[config.mk]
export PLATFORM = sky130hd
export DESIGN_NAME = lidar_curvature_occlusion_marker
export DESIGN_NICKNAME = d
export VERILOG_FILES = /design/src/rtl/core/lcom_pkg.sv /design/src/rtl/core/lidar_curvature_occlusion_marker.sv /design/src/rtl/core/lcom_cell.sv /design/src/rtl/core/lcom_pair_test.sv /design/src/rtl/core/lcom_curv.sv
export SDC_FILE = /design/constraint.sdc
export NUM_CORES = 2
export LEC_CHECK = 0
export BUFFER_PORTS_ARGS = -buffer_cell sky130_fd_sc_hd__buf_4
export CORE_ASPECT_RATIO = 2
export CORE_MARGIN = 8
export CORE_UTILIZATION = 40
export DETAILED_ROUTE_END_ITERATION = 8
export REMOVE_ABC_BUFFERS = 1
export SETUP_SLACK_MARGIN = 0.05
export SLEW_MARGIN = 20
export SYNTH_ARGS = -nofsm -noshare
export SYNTH_HDL_FRONTEND = slang
export SYNTH_HIERARCHICAL = 1
export SYNTH_SLANG_ARGS = --single-unit
[constraint.sdc]
create_clock -name clk -period 10.9 [get_ports clk]
set_input_delay 1.09 -clock clk [delete_from_list [all_inputs] [get_ports clk]]
set_output_delay 1.09 -clock clk [all_outputs]
set_load 0.005 [all_outputs]
[src/rtl/core/lcom_pkg.sv]
package lcom_pkg;

  // Field widths
  localparam int RANGE_W   = 16;
  localparam int COL_W     = 12;
  localparam int RATIO_W   = 8;
  localparam int CURV_W    = 39;
  localparam int CFG_W     = 16;
  localparam int CFG_IDX_W = 2;

  // Window geometry
  localparam int WIN  = 17;  // slots in the point chain
  localparam int LAG  = 11;  // slot a point is emitted from
  localparam int EDGE = 5;   // neighbors needed on each side for curvature

  // Running sum over slots LAG-EDGE .. WIN-1 (eleven ranges)
  localparam int SUM_W = 20;
  localparam int ABS_W = 20;

  // Scan counter and flush counter share a width; both top out at LAG
  localparam int CNT_W       = 4;
  localparam int FLUSH_STEPS = LAG;

  // Slots touched by the pair test (after the shift)
  localparam int OCCL_NEAR_HI = 5;
  localparam int OCCL_FAR_HI  = 11;
  localparam int PAR_SLOT     = 6;

  // Register indexes
  localparam logic [CFG_IDX_W-1:0] REG_OCCL_GAP  = 2'd0;
  localparam logic [CFG_IDX_W-1:0] REG_COL_GAP   = 2'd1;
  localparam logic [CFG_IDX_W-1:0] REG_PAR_RATIO = 2'd2;

  // Register reset values
  localparam logic [RANGE_W-1:0] OCCL_GAP_RST  = 16'd77;
  localparam logic [COL_W-1:0]   COL_GAP_RST   = 12'd10;
  localparam logic [RATIO_W-1:0] PAR_RATIO_RST = 8'd5;

  // One slot of the chain
  typedef struct packed {
    logic [RANGE_W-1:0] range;
    logic               occ;      // slot holds a point, not a bubble
    logic               head_ok;  // at least EDGE points before it in its scan
    logic               last;     // final point of its scan
    logic               mark;     // occluded or parallel beam
  } cell_t;

  // Marks raised by one pair test
  typedef struct packed {
    logic occl_far;
    logic occl_near;
    logic par;
  } pair_marks_t;

  // Point leaving the chain toward the curvature pipe
  typedef struct packed {
    logic               occ;
    logic               curv_ok;
    logic               mark;
    logic               last;
    logic [RANGE_W-1:0] center;
  } emit_t;

endpackage

[src/rtl/core/lidar_curvature_occlusion_marker.sv]
// Channel  | Handshake             | Payload
// ---------+-----------------------+------------------------------------------------
// in       | in_valid / in_ready   | in_range_in, in_column_in, in_last_point
// out      | out_valid / out_ready | out_curvature, out_curvature_valid,
//          |                       | out_picked_mark, out_last_result
// cfg      | cfg_we (no wait)      | cfg_index, cfg_wdata
//
// One request per cycle while streaming and not stalled. The request that pushes a
// point to slot 11 also loads its diff stage; the square stage then registers the result.
// A request with in_last_point set is followed by a flush with in_ready low:
// the chain keeps shifting bubbles until the last point reaches slot 11.
// Reset (rst_n low, synchronous) empties the chain and loads register defaults.
// A stall on out_ready freezes the chain, the pipe and in_ready together.
module lidar_curvature_occlusion_marker #(
  parameter int MAX_COLUMNS = 4096
) (
  input  logic                            clk,
  input  logic                            rst_n,

  input  logic                            in_valid,
  output logic                            in_ready,
  input  logic [lcom_pkg::RANGE_W-1:0]    in_range_in,
  input  logic [lcom_pkg::COL_W-1:0]      in_column_in,
  input  logic                            in_last_point,

  output logic                            out_valid,
  input  logic                            out_ready,
  output logic [lcom_pkg::CURV_W-1:0]     out_curvature,
  output logic                            out_curvature_valid,
  output logic                            out_picked_mark,
  output logic                            out_last_result,

  input  logic                            cfg_we,
  input  logic [lcom_pkg::CFG_IDX_W-1:0]  cfg_index,
  input  logic [lcom_pkg::CFG_W-1:0]      cfg_wdata
);

  // Stored columns are clamped below MAX_COLUMNS, so this many bits hold them.
  localparam int COLUMN_W = $clog2(MAX_COLUMNS);
  localparam int WIN      = lcom_pkg::WIN;
  localparam int CNT_W    = lcom_pkg::CNT_W;

  // Pre-shift slots feeding the pair test and the emitted point.
  localparam int FAR_SLOT  = lcom_pkg::PAR_SLOT;
  localparam int MID_SLOT  = lcom_pkg::PAR_SLOT - 1;
  localparam int NEAR_SLOT = lcom_pkg::PAR_SLOT - 2;
  localparam int EMIT_SLOT = lcom_pkg::LAG - 1;
  localparam int ADD_SLOT  = lcom_pkg::LAG - lcom_pkg::EDGE - 1;

  // ---------------------------------------------------------------------------
  // Configuration registers
  // ---------------------------------------------------------------------------
  logic [lcom_pkg::RANGE_W-1:0] occl_gap_r;
  logic [lcom_pkg::COL_W-1:0]   col_gap_r;
  logic [lcom_pkg::RATIO_W-1:0] par_ratio_r;

  always_ff @(posedge clk) begin
    if (!rst_n) begin
      occl_gap_r  <= lcom_pkg::OCCL_GAP_RST;
      col_gap_r   <= lcom_pkg::COL_GAP_RST;
      par_ratio_r <= lcom_pkg::PAR_RATIO_RST;
    end else if (cfg_we) begin
      case (cfg_index)
        lcom_pkg::REG_OCCL_GAP:  occl_gap_r  <= cfg_wdata[lcom_pkg::RANGE_W-1:0];
        lcom_pkg::REG_COL_GAP:   col_gap_r   <= cfg_wdata[lcom_pkg::COL_W-1:0];
        lcom_pkg::REG_PAR_RATIO: par_ratio_r <= cfg_wdata[lcom_pkg::RATIO_W-1:0];
        default: ;  // unknown index: write dropped
      endcase
    end
  end

  // ---------------------------------------------------------------------------
  // Flow control
  // ---------------------------------------------------------------------------
  logic             advance;      // result pipe can move
  logic             accept;
  logic             flush_step;
  logic             shift;
  logic [CNT_W-1:0] count_r, count_nxt;      // points of this scan, saturates at LAG
  logic [CNT_W-1:0] flush_cnt_r, flush_cnt_nxt;

  assign in_ready   = advance && (flush_cnt_r == '0);
  assign accept     = in_valid && in_ready;
  assign flush_step = (flush_cnt_r != '0) && advance;
  assign shift      = accept || flush_step;

  always_comb begin
    count_nxt = count_r;
    if (accept) begin
      if (in_last_point) begin
        count_nxt = '0;
      end else if (count_r < CNT_W'(lcom_pkg::LAG)) begin
        count_nxt = count_r + 1'b1;
      end
    end
  end

  always_comb begin
    flush_cnt_nxt = flush_cnt_r;
    if (accept && in_last_point) begin
      flush_cnt_nxt = CNT_W'(lcom_pkg::FLUSH_STEPS);
    end else if (flush_step) begin
      flush_cnt_nxt = flush_cnt_r - 1'b1;
    end
  end

  always_ff @(posedge clk) begin
    if (!rst_n) begin
      count_r     <= '0;
      flush_cnt_r <= '0;
    end else begin
      count_r     <= count_nxt;
      flush_cnt_r <= flush_cnt_nxt;
    end
  end

  // ---------------------------------------------------------------------------
  // Point chain: slot 0 newest; bubbles enter during a flush
  // ---------------------------------------------------------------------------
  logic [COLUMN_W-1:0]   col_clamped;
  lcom_pkg::cell_t       head;
  lcom_pkg::cell_t       cell_q [WIN];
  logic [COLUMN_W-1:0]   col_q  [WIN];
  logic [WIN-1:0]        set_mark;
  lcom_pkg::pair_marks_t pm;

  assign col_clamped = ({1'b0, in_column_in} >= (lcom_pkg::COL_W + 1)'(MAX_COLUMNS))
                     ? COLUMN_W'(MAX_COLUMNS - 1) : in_column_in[COLUMN_W-1:0];

  always_comb begin
    head = '0;
    if (accept) begin
      head.range   = in_range_in;
      head.occ     = 1'b1;
      head.head_ok = count_r >= CNT_W'(lcom_pkg::EDGE);
      head.last    = in_last_point;
    end
  end

  for (genvar i = 0; i < WIN; i++) begin : g_cell
    if (i <= lcom_pkg::OCCL_NEAR_HI) begin : g_near
      assign set_mark[i] = pm.occl_near;
    end else if (i <= lcom_pkg::OCCL_FAR_HI) begin : g_far
      assign set_mark[i] = pm.occl_far | ((i == lcom_pkg::PAR_SLOT) ? pm.par : 1'b0);
    end else begin : g_tail
      assign set_mark[i] = 1'b0;
    end

    if (i == 0) begin : g_head
      lcom_cell #(.COLUMN_W(COLUMN_W)) u_cell (
        .clk      (clk),
        .rst_n    (rst_n),
        .shift    (shift),
        .set_mark (set_mark[i]),
        .d_in     (head),
        .col_in   (col_clamped),
        .q        (cell_q[i]),
        .col_q    (col_q[i])
      );
    end else begin : g_body
      lcom_cell #(.COLUMN_W(COLUMN_W)) u_cell (
        .clk      (clk),
        .rst_n    (rst_n),
        .shift    (shift),
        .set_mark (set_mark[i]),
        .d_in     (cell_q[i-1]),
        .col_in   (col_q[i-1]),
        .q        (cell_q[i]),
        .col_q    (col_q[i])
      );
    end
  end

  // Pair test: runs on a request once eleven points of the scan precede it.
  // Marks land in the same edge as the shift.
  lcom_pair_test #(.COLUMN_W(COLUMN_W)) u_pair (
    .test_en    (accept && (count_r == CNT_W'(lcom_pkg::LAG))),
    .range_far  (cell_q[FAR_SLOT].range),
    .range_mid  (cell_q[MID_SLOT].range),
    .range_near (cell_q[NEAR_SLOT].range),
    .col_mid    (col_q[MID_SLOT]),
    .col_near   (col_q[NEAR_SLOT]),
    .occl_gap   (occl_gap_r),
    .col_gap    (col_gap_r),
    .par_ratio  (par_ratio_r),
    .marks      (pm)
  );

  // ---------------------------------------------------------------------------
  // Point moving into slot 11: curvature is valid when it has five scan
  // points behind it (head_ok) and five real points ahead (slot 6 occupied).
  // ---------------------------------------------------------------------------
  lcom_pkg::emit_t entry;

  always_comb begin
    entry.occ     = cell_q[EMIT_SLOT].occ;
    entry.curv_ok = cell_q[EMIT_SLOT].head_ok && cell_q[ADD_SLOT].occ;
    entry.mark    = cell_q[EMIT_SLOT].mark | pm.occl_far;
    entry.last    = cell_q[EMIT_SLOT].last;
    entry.center  = cell_q[EMIT_SLOT].range;
  end

  lcom_curv u_curv (
    .clk                 (clk),
    .rst_n               (rst_n),
    .shift               (shift),
    .entry               (entry),
    .add_range           (cell_q[ADD_SLOT].range),
    .drop_range          (cell_q[WIN-1].range),
    .advance             (advance),
    .out_ready           (out_ready),
    .out_valid           (out_valid),
    .out_curvature       (out_curvature),
    .out_curvature_valid (out_curvature_valid),
    .out_picked_mark     (out_picked_mark),
    .out_last_result     (out_last_result)
  );

`ifndef SYNTHESIS
  a_flush_blocks_input: assert property (@(posedge clk) disable iff (!rst_n)
    (accept && in_last_point) |=> !in_ready)
    else $error("request taken during flush");

  a_marks_need_full_window: assert property (@(posedge clk) disable iff (!rst_n)
    (pm.occl_far || pm.occl_near || pm.par) |-> (accept && count_r == CNT_W'(lcom_pkg::LAG)))
    else $error("pair mark raised without a full window");
`endif

endmodule

[src/rtl/core/lcom_cell.sv]
module lcom_cell #(
  parameter int COLUMN_W = 12
) (
  input  logic                 clk,
  input  logic                 rst_n,
  input  logic                 shift,
  input  logic                 set_mark,
  input  lcom_pkg::cell_t      d_in,
  input  logic [COLUMN_W-1:0]  col_in,
  output lcom_pkg::cell_t      q,
  output logic [COLUMN_W-1:0]  col_q
);

  lcom_pkg::cell_t     cell_r;
  lcom_pkg::cell_t     cell_nxt;
  logic [COLUMN_W-1:0] col_r;

  always_comb begin
    cell_nxt      = d_in;
    cell_nxt.mark = d_in.mark | set_mark;
  end

  // Range resets too: the running neighbor sum downstream relies on it.
  always_ff @(posedge clk) begin
    if (!rst_n) begin
      cell_r <= '0;
    end else if (shift) begin
      cell_r <= cell_nxt;
    end
  end

  always_ff @(posedge clk) begin
    if (shift) begin
      col_r <= col_in;
    end
  end

  assign q     = cell_r;
  assign col_q = col_r;

endmodule

[src/rtl/core/lcom_pair_test.sv]
module lcom_pair_test #(
  parameter int COLUMN_W = 12
) (
  input  logic                          test_en,
  input  logic [lcom_pkg::RANGE_W-1:0]  range_far,
  input  logic [lcom_pkg::RANGE_W-1:0]  range_mid,
  input  logic [lcom_pkg::RANGE_W-1:0]  range_near,
  input  logic [COLUMN_W-1:0]           col_mid,
  input  logic [COLUMN_W-1:0]           col_near,
  input  logic [lcom_pkg::RANGE_W-1:0]  occl_gap,
  input  logic [lcom_pkg::COL_W-1:0]    col_gap,
  input  logic [lcom_pkg::RATIO_W-1:0]  par_ratio,
  output lcom_pkg::pair_marks_t         marks
);

  localparam int XW  = lcom_pkg::RANGE_W + 1;
  localparam int LIMW = lcom_pkg::RANGE_W + lcom_pkg::RATIO_W;

  logic [COLUMN_W-1:0]          col_dist;
  logic                         close;
  logic [XW-1:0]                mid_x, near_x, gap_x;
  logic                         step_far, step_near;
  logic [lcom_pkg::RANGE_W-1:0] p1, p2;
  logic [LIMW-1:0]              lim;
  logic                         par_hit;

  assign col_dist = (col_near >= col_mid) ? (col_near - col_mid) : (col_mid - col_near);
  assign close    = lcom_pkg::COL_W'(col_dist) < col_gap;

  assign mid_x  = {1'b0, range_mid};
  assign near_x = {1'b0, range_near};
  assign gap_x  = {1'b0, occl_gap};

  // Mid point farther than the nearer neighbor: the far side is hidden.
  assign step_far  = mid_x > (near_x + gap_x);
  assign step_near = near_x > (mid_x + gap_x);

  assign p1  = (range_far >= range_mid) ? (range_far - range_mid) : (range_mid - range_far);
  assign p2  = (range_near >= range_mid) ? (range_near - range_mid) : (range_mid - range_near);
  assign lim = LIMW'(par_ratio) * LIMW'(range_mid);

  assign par_hit = ({p1, 8'd0} > lim) && ({p2, 8'd0} > lim);

  assign marks.occl_far  = test_en && close && step_far;
  assign marks.occl_near = test_en && close && !step_far && step_near;
  assign marks.par       = test_en && par_hit;

endmodule

[src/rtl/core/lcom_curv.sv]
module lcom_curv (
  input  logic                          clk,
  input  logic                          rst_n,
  input  logic                          shift,
  input  lcom_pkg::emit_t               entry,
  input  logic [lcom_pkg::RANGE_W-1:0]  add_range,
  input  logic [lcom_pkg::RANGE_W-1:0]  drop_range,
  output logic                          advance,
  input  logic                          out_ready,
  output logic                          out_valid,
  output logic [lcom_pkg::CURV_W-1:0]   out_curvature,
  output logic                          out_curvature_valid,
  output logic                          out_picked_mark,
  output logic                          out_last_result
);

  localparam int SUM_W  = lcom_pkg::SUM_W;
  localparam int ABS_W  = lcom_pkg::ABS_W;
  localparam int DIFF_W = SUM_W + 2;
  localparam int SQ_W   = 2 * ABS_W;

  logic [SUM_W-1:0]  win_sum_r, win_sum_nxt;
  logic [DIFF_W-1:0] center11, diff;
  logic [ABS_W-1:0]  abs_nxt;

  logic              s1_valid_r;
  logic [ABS_W-1:0]  s1_abs_r;
  logic              s1_ok_r, s1_mark_r, s1_last_r;

  logic              out_valid_r;
  logic [lcom_pkg::CURV_W-1:0] curv_r;
  logic              curv_ok_r, mark_r, last_r;
  logic [SQ_W-1:0]   sq;

  assign advance = !out_valid_r || out_ready;

  // Sum of eleven ranges around the emitted slot, kept as the chain moves
  assign win_sum_nxt = win_sum_r + SUM_W'(add_range) - SUM_W'(drop_range);

  always_ff @(posedge clk) begin
    if (!rst_n) begin
      win_sum_r <= '0;
    end else if (shift) begin
      win_sum_r <= win_sum_nxt;
    end
  end

  // sum of ten neighbors - 10*center = sum of eleven - 11*center
  assign center11 = {entry.center, 3'b000} + {entry.center, 1'b0} + DIFF_W'(entry.center);
  assign diff     = DIFF_W'(win_sum_nxt) - center11;
  assign abs_nxt  = diff[DIFF_W-1] ? ABS_W'(-diff) : diff[ABS_W-1:0];

  always_ff @(posedge clk) begin
    if (!rst_n) begin
      s1_valid_r  <= 1'b0;
      out_valid_r <= 1'b0;
    end else if (advance) begin
      s1_valid_r  <= shift && entry.occ;
      out_valid_r <= s1_valid_r;
    end
  end

  assign sq = SQ_W'(s1_abs_r) * SQ_W'(s1_abs_r);

  always_ff @(posedge clk) begin
    if (advance) begin
      s1_abs_r  <= abs_nxt;
      s1_ok_r   <= entry.curv_ok;
      s1_mark_r <= entry.mark;
      s1_last_r <= entry.last;
      curv_r    <= s1_ok_r ? sq[lcom_pkg::CURV_W-1:0] : '0;
      curv_ok_r <= s1_ok_r;
      mark_r    <= s1_mark_r;
      last_r    <= s1_last_r;
    end
  end

  assign out_valid           = out_valid_r;
  assign out_curvature       = curv_r;
  assign out_curvature_valid = curv_ok_r;
  assign out_picked_mark     = mark_r;
  assign out_last_result     = last_r;

`ifndef SYNTHESIS
  a_shift_only_on_advance: assert property (@(posedge clk) disable iff (!rst_n)
    shift |-> advance)
    else $error("chain moved while result pipe stalled");

  a_no_drop: assert property (@(posedge clk) disable iff (!rst_n)
    (s1_valid_r && !out_valid_r) |=> out_valid_r)
    else $error("pending result lost between stages");
`endif

endmodule

==> impl_metrics.csv <==
group,metric,value,unit
die,die_height,493.8,um
sta,rsz0062_at_grt,"false",
sta,whs,414.1,ps
clocking,cts.path.max_buffers,3,
min_path,hp-class,"register to register",
sta,period_minus_slack,8174,ps
clocking,cts-root-buf,"clkbuf_16",
routing,drt_iter0_drc,1272,
layout,mostFrequentLayoutCells,"inv_1, ha_1, fa_1",
synth,yosysWarnings,6,
layout,fill_cells,11200,
routing,top_layer_used,"met4",
die,row_count,175,
routing,routed-via-count,31518,
clocking,ctsHtreeMaxLevel,2,
routing,via_per_inst,5.072,
routing,wirelength_met1,38390,um
routing,drcViolationCount,0,
clocking,post_cts_resize_count,0,
critical_path,end_kind,"register",
routing,dr_wl_met3,2651,um
clocking,cts_tree,"done",
job,drv_cap,0,
critical_path,reg2reg_slack,2730,ps
routing,drt-total-wl,110100,um
layout,fin_nets,5559,
grt,grt_max_degree,139,
place,portBuffers,94,
layout,syn_to_final_growth,7.327,%
die,fp.dieArea,125900,um2
place,gp_congestion,0.9184,
critical_path,worstReg2RegStart,"u_curv/s1_abs_r[3]",
clocking,clock_sinks,518,
sta,max_freq,122.3,MHz
die,core,113400,um2
min_path,min_to,"g_cell[3].g_body.u_cell/col_q[5]",
layout,finalNonFillerCells,6214,
place,placed_cells,6117,
grt,grt_pass1_vias,33453,
critical_path,path_class,"register to register",
grt,grt_pass1_wl,174300,um
critical_path,worst_ep_required_time,11270,ps
critical_path,critPathMaxFanout,23,
clocking,clk_pin_slew,70,ps
routing,wl_met2,62170,um
synth,synth_cells,4660,
critical_path,critPathArrivalTime,8550,ps
die,io_pins,96,
min_path,hold_depth,0,
sta,hold_violations,0,
sta,finClkSkew,34.19,ps
layout,stdcell_area,49010,um2
critical_path,start_kind,"register",
sta,finalSetupViolations,0,
critical_path,r2r-end,"u_curv/out_curvature[36]",
clocking,cts_setup_buffers,0,
grt,grt_util_all_layers,0.1737,
min_path,min-delay-start,"g_cell[2].g_body.u_cell/col_q[5]",
place,postPlaceCellArea,47210,um2
critical_path,reg2reg_depth,25,
die,die_w,254.9,um
clocking,clock_latency,650,ps
sta,finalMaxSlewViolations,0,
layout,drive_gt1_frac,0.06413,
die,start_util,0.4026,
place,dp_hpwl,87560,um
clocking,cts-buffers-inserted,51,
grt,antenna_found_initial,1,
sta,finalCritPeriodShare,0.7500,
grt,grt.overflow.total,0,
sta,slew-limit-headroom,0.2869,
layout,final_common_cell,"inv_1",
routing,dr.pass1.iters,5,
synth,synth.avg_cell_area,9.799,um2
sta,tightest_slew,1068,ps
routing,routedWlPerCell,17.72,um
clocking,ctsHoldBuffers,0,
routing,ant_nets,0,
synth,synth_area,45660,um2
run_status,outcome,"finished clean",
how the worst max path moves through the flow:
stage	from	end	slack (ps)	depth (start not counted)
CTS	u_curv/s1_abs_r[3]	u_curv/out_curvature[36]	2810	25
global placement	u_curv/s1_abs_r[3]	u_curv/out_curvature[36]	2960	25
finish	u_curv/s1_abs_r[3]	u_curv/out_curvature[36]	2730	25
floorplan	out_ready	u_curv/win_sum_r[19]	-7050	9
global route	u_curv/s1_abs_r[3]	u_curv/out_curvature[36]	2460	25
detailed placement	u_curv/s1_abs_r[3]	u_curv/out_curvature[36]	2840	25
worst max-delay path, stage by stage, from the launching register on:
cell and delay, ps:
edfxtp_1 910, nand2_1 160, fa_1 600, inv_1 70
fa_1 500, inv_1 50, fa_1 530, inv_1 50
fa_1 500, inv_1 50, fa_1 480, inv_1 60
fa_1 530, inv_1 60, fa_1 540, inv_1 40
ha_1 210, a21o_1 180, a21oi_1 190, o21ai_0 130
a221oi_1 610, o21ai_0 460, a21oi_1 390, o41a_1 270
mux2i_1 220, nand4_1 90
metal layers:
| layer | vias to the layer above | global-route usage |
|---|---|---|
| li1 | 15315 | - |
| met5 | - | 0 |
| met2 | 515 | 0.3507 |
| met4 | 0 | 0.09887 |
| met1 | 15392 | 0.1647 |
| met3 | 296 | 0.01677 |
registers in the layout, summed over array words and instances, names as in the netlist, 4 cells and up:
register                    count
flush_cnt_r                     4
g_cell.g_head.u_cell/q         20
par_ratio_r                     8
g_cell.g_body.u_cell/q        296
u_curv/win_sum_r               20
g_cell.g_head.u_cell/col_q     12
occl_gap_r                     16
u_curv/out_curvature           38
g_cell.g_body.u_cell/col_q     60
col_gap_r                      12
count_r                         4
u_curv/s1_abs_r                20
through the flow:
step / setup slack, ps / setup TNS, ps / util
final: 2726 / 0 / 0.4321
after CTS: 2813 / 0 / 0.4320
after global placement: 2958 / 0 / 0.4162
after floorplan: -7052 / -2155060 / -
after detailed placement: 2840 / 0 / 0.4162
after global routing: 2465 / 0 / 0.4321
final cells by class:
class                           instances  area, um2  share of cell area
Multi-Input combinational cell       3246      29840              0.6088
Sequential cell                       518      11730              0.2394
Clock inverter                         30      342.8            0.006996
Antenna cell                            1      2.502          0.00005106
Inverter                              703       2640             0.05387
Clock buffer                           66       1444             0.02946
Timing Repair Buffer                  146       1129             0.02303
Tap cell                             1504       1882             0.03840
Power is left out: the tool's default activity adds up to more than one toggle a clock period on the data nets, which glitch-free logic cannot reach.
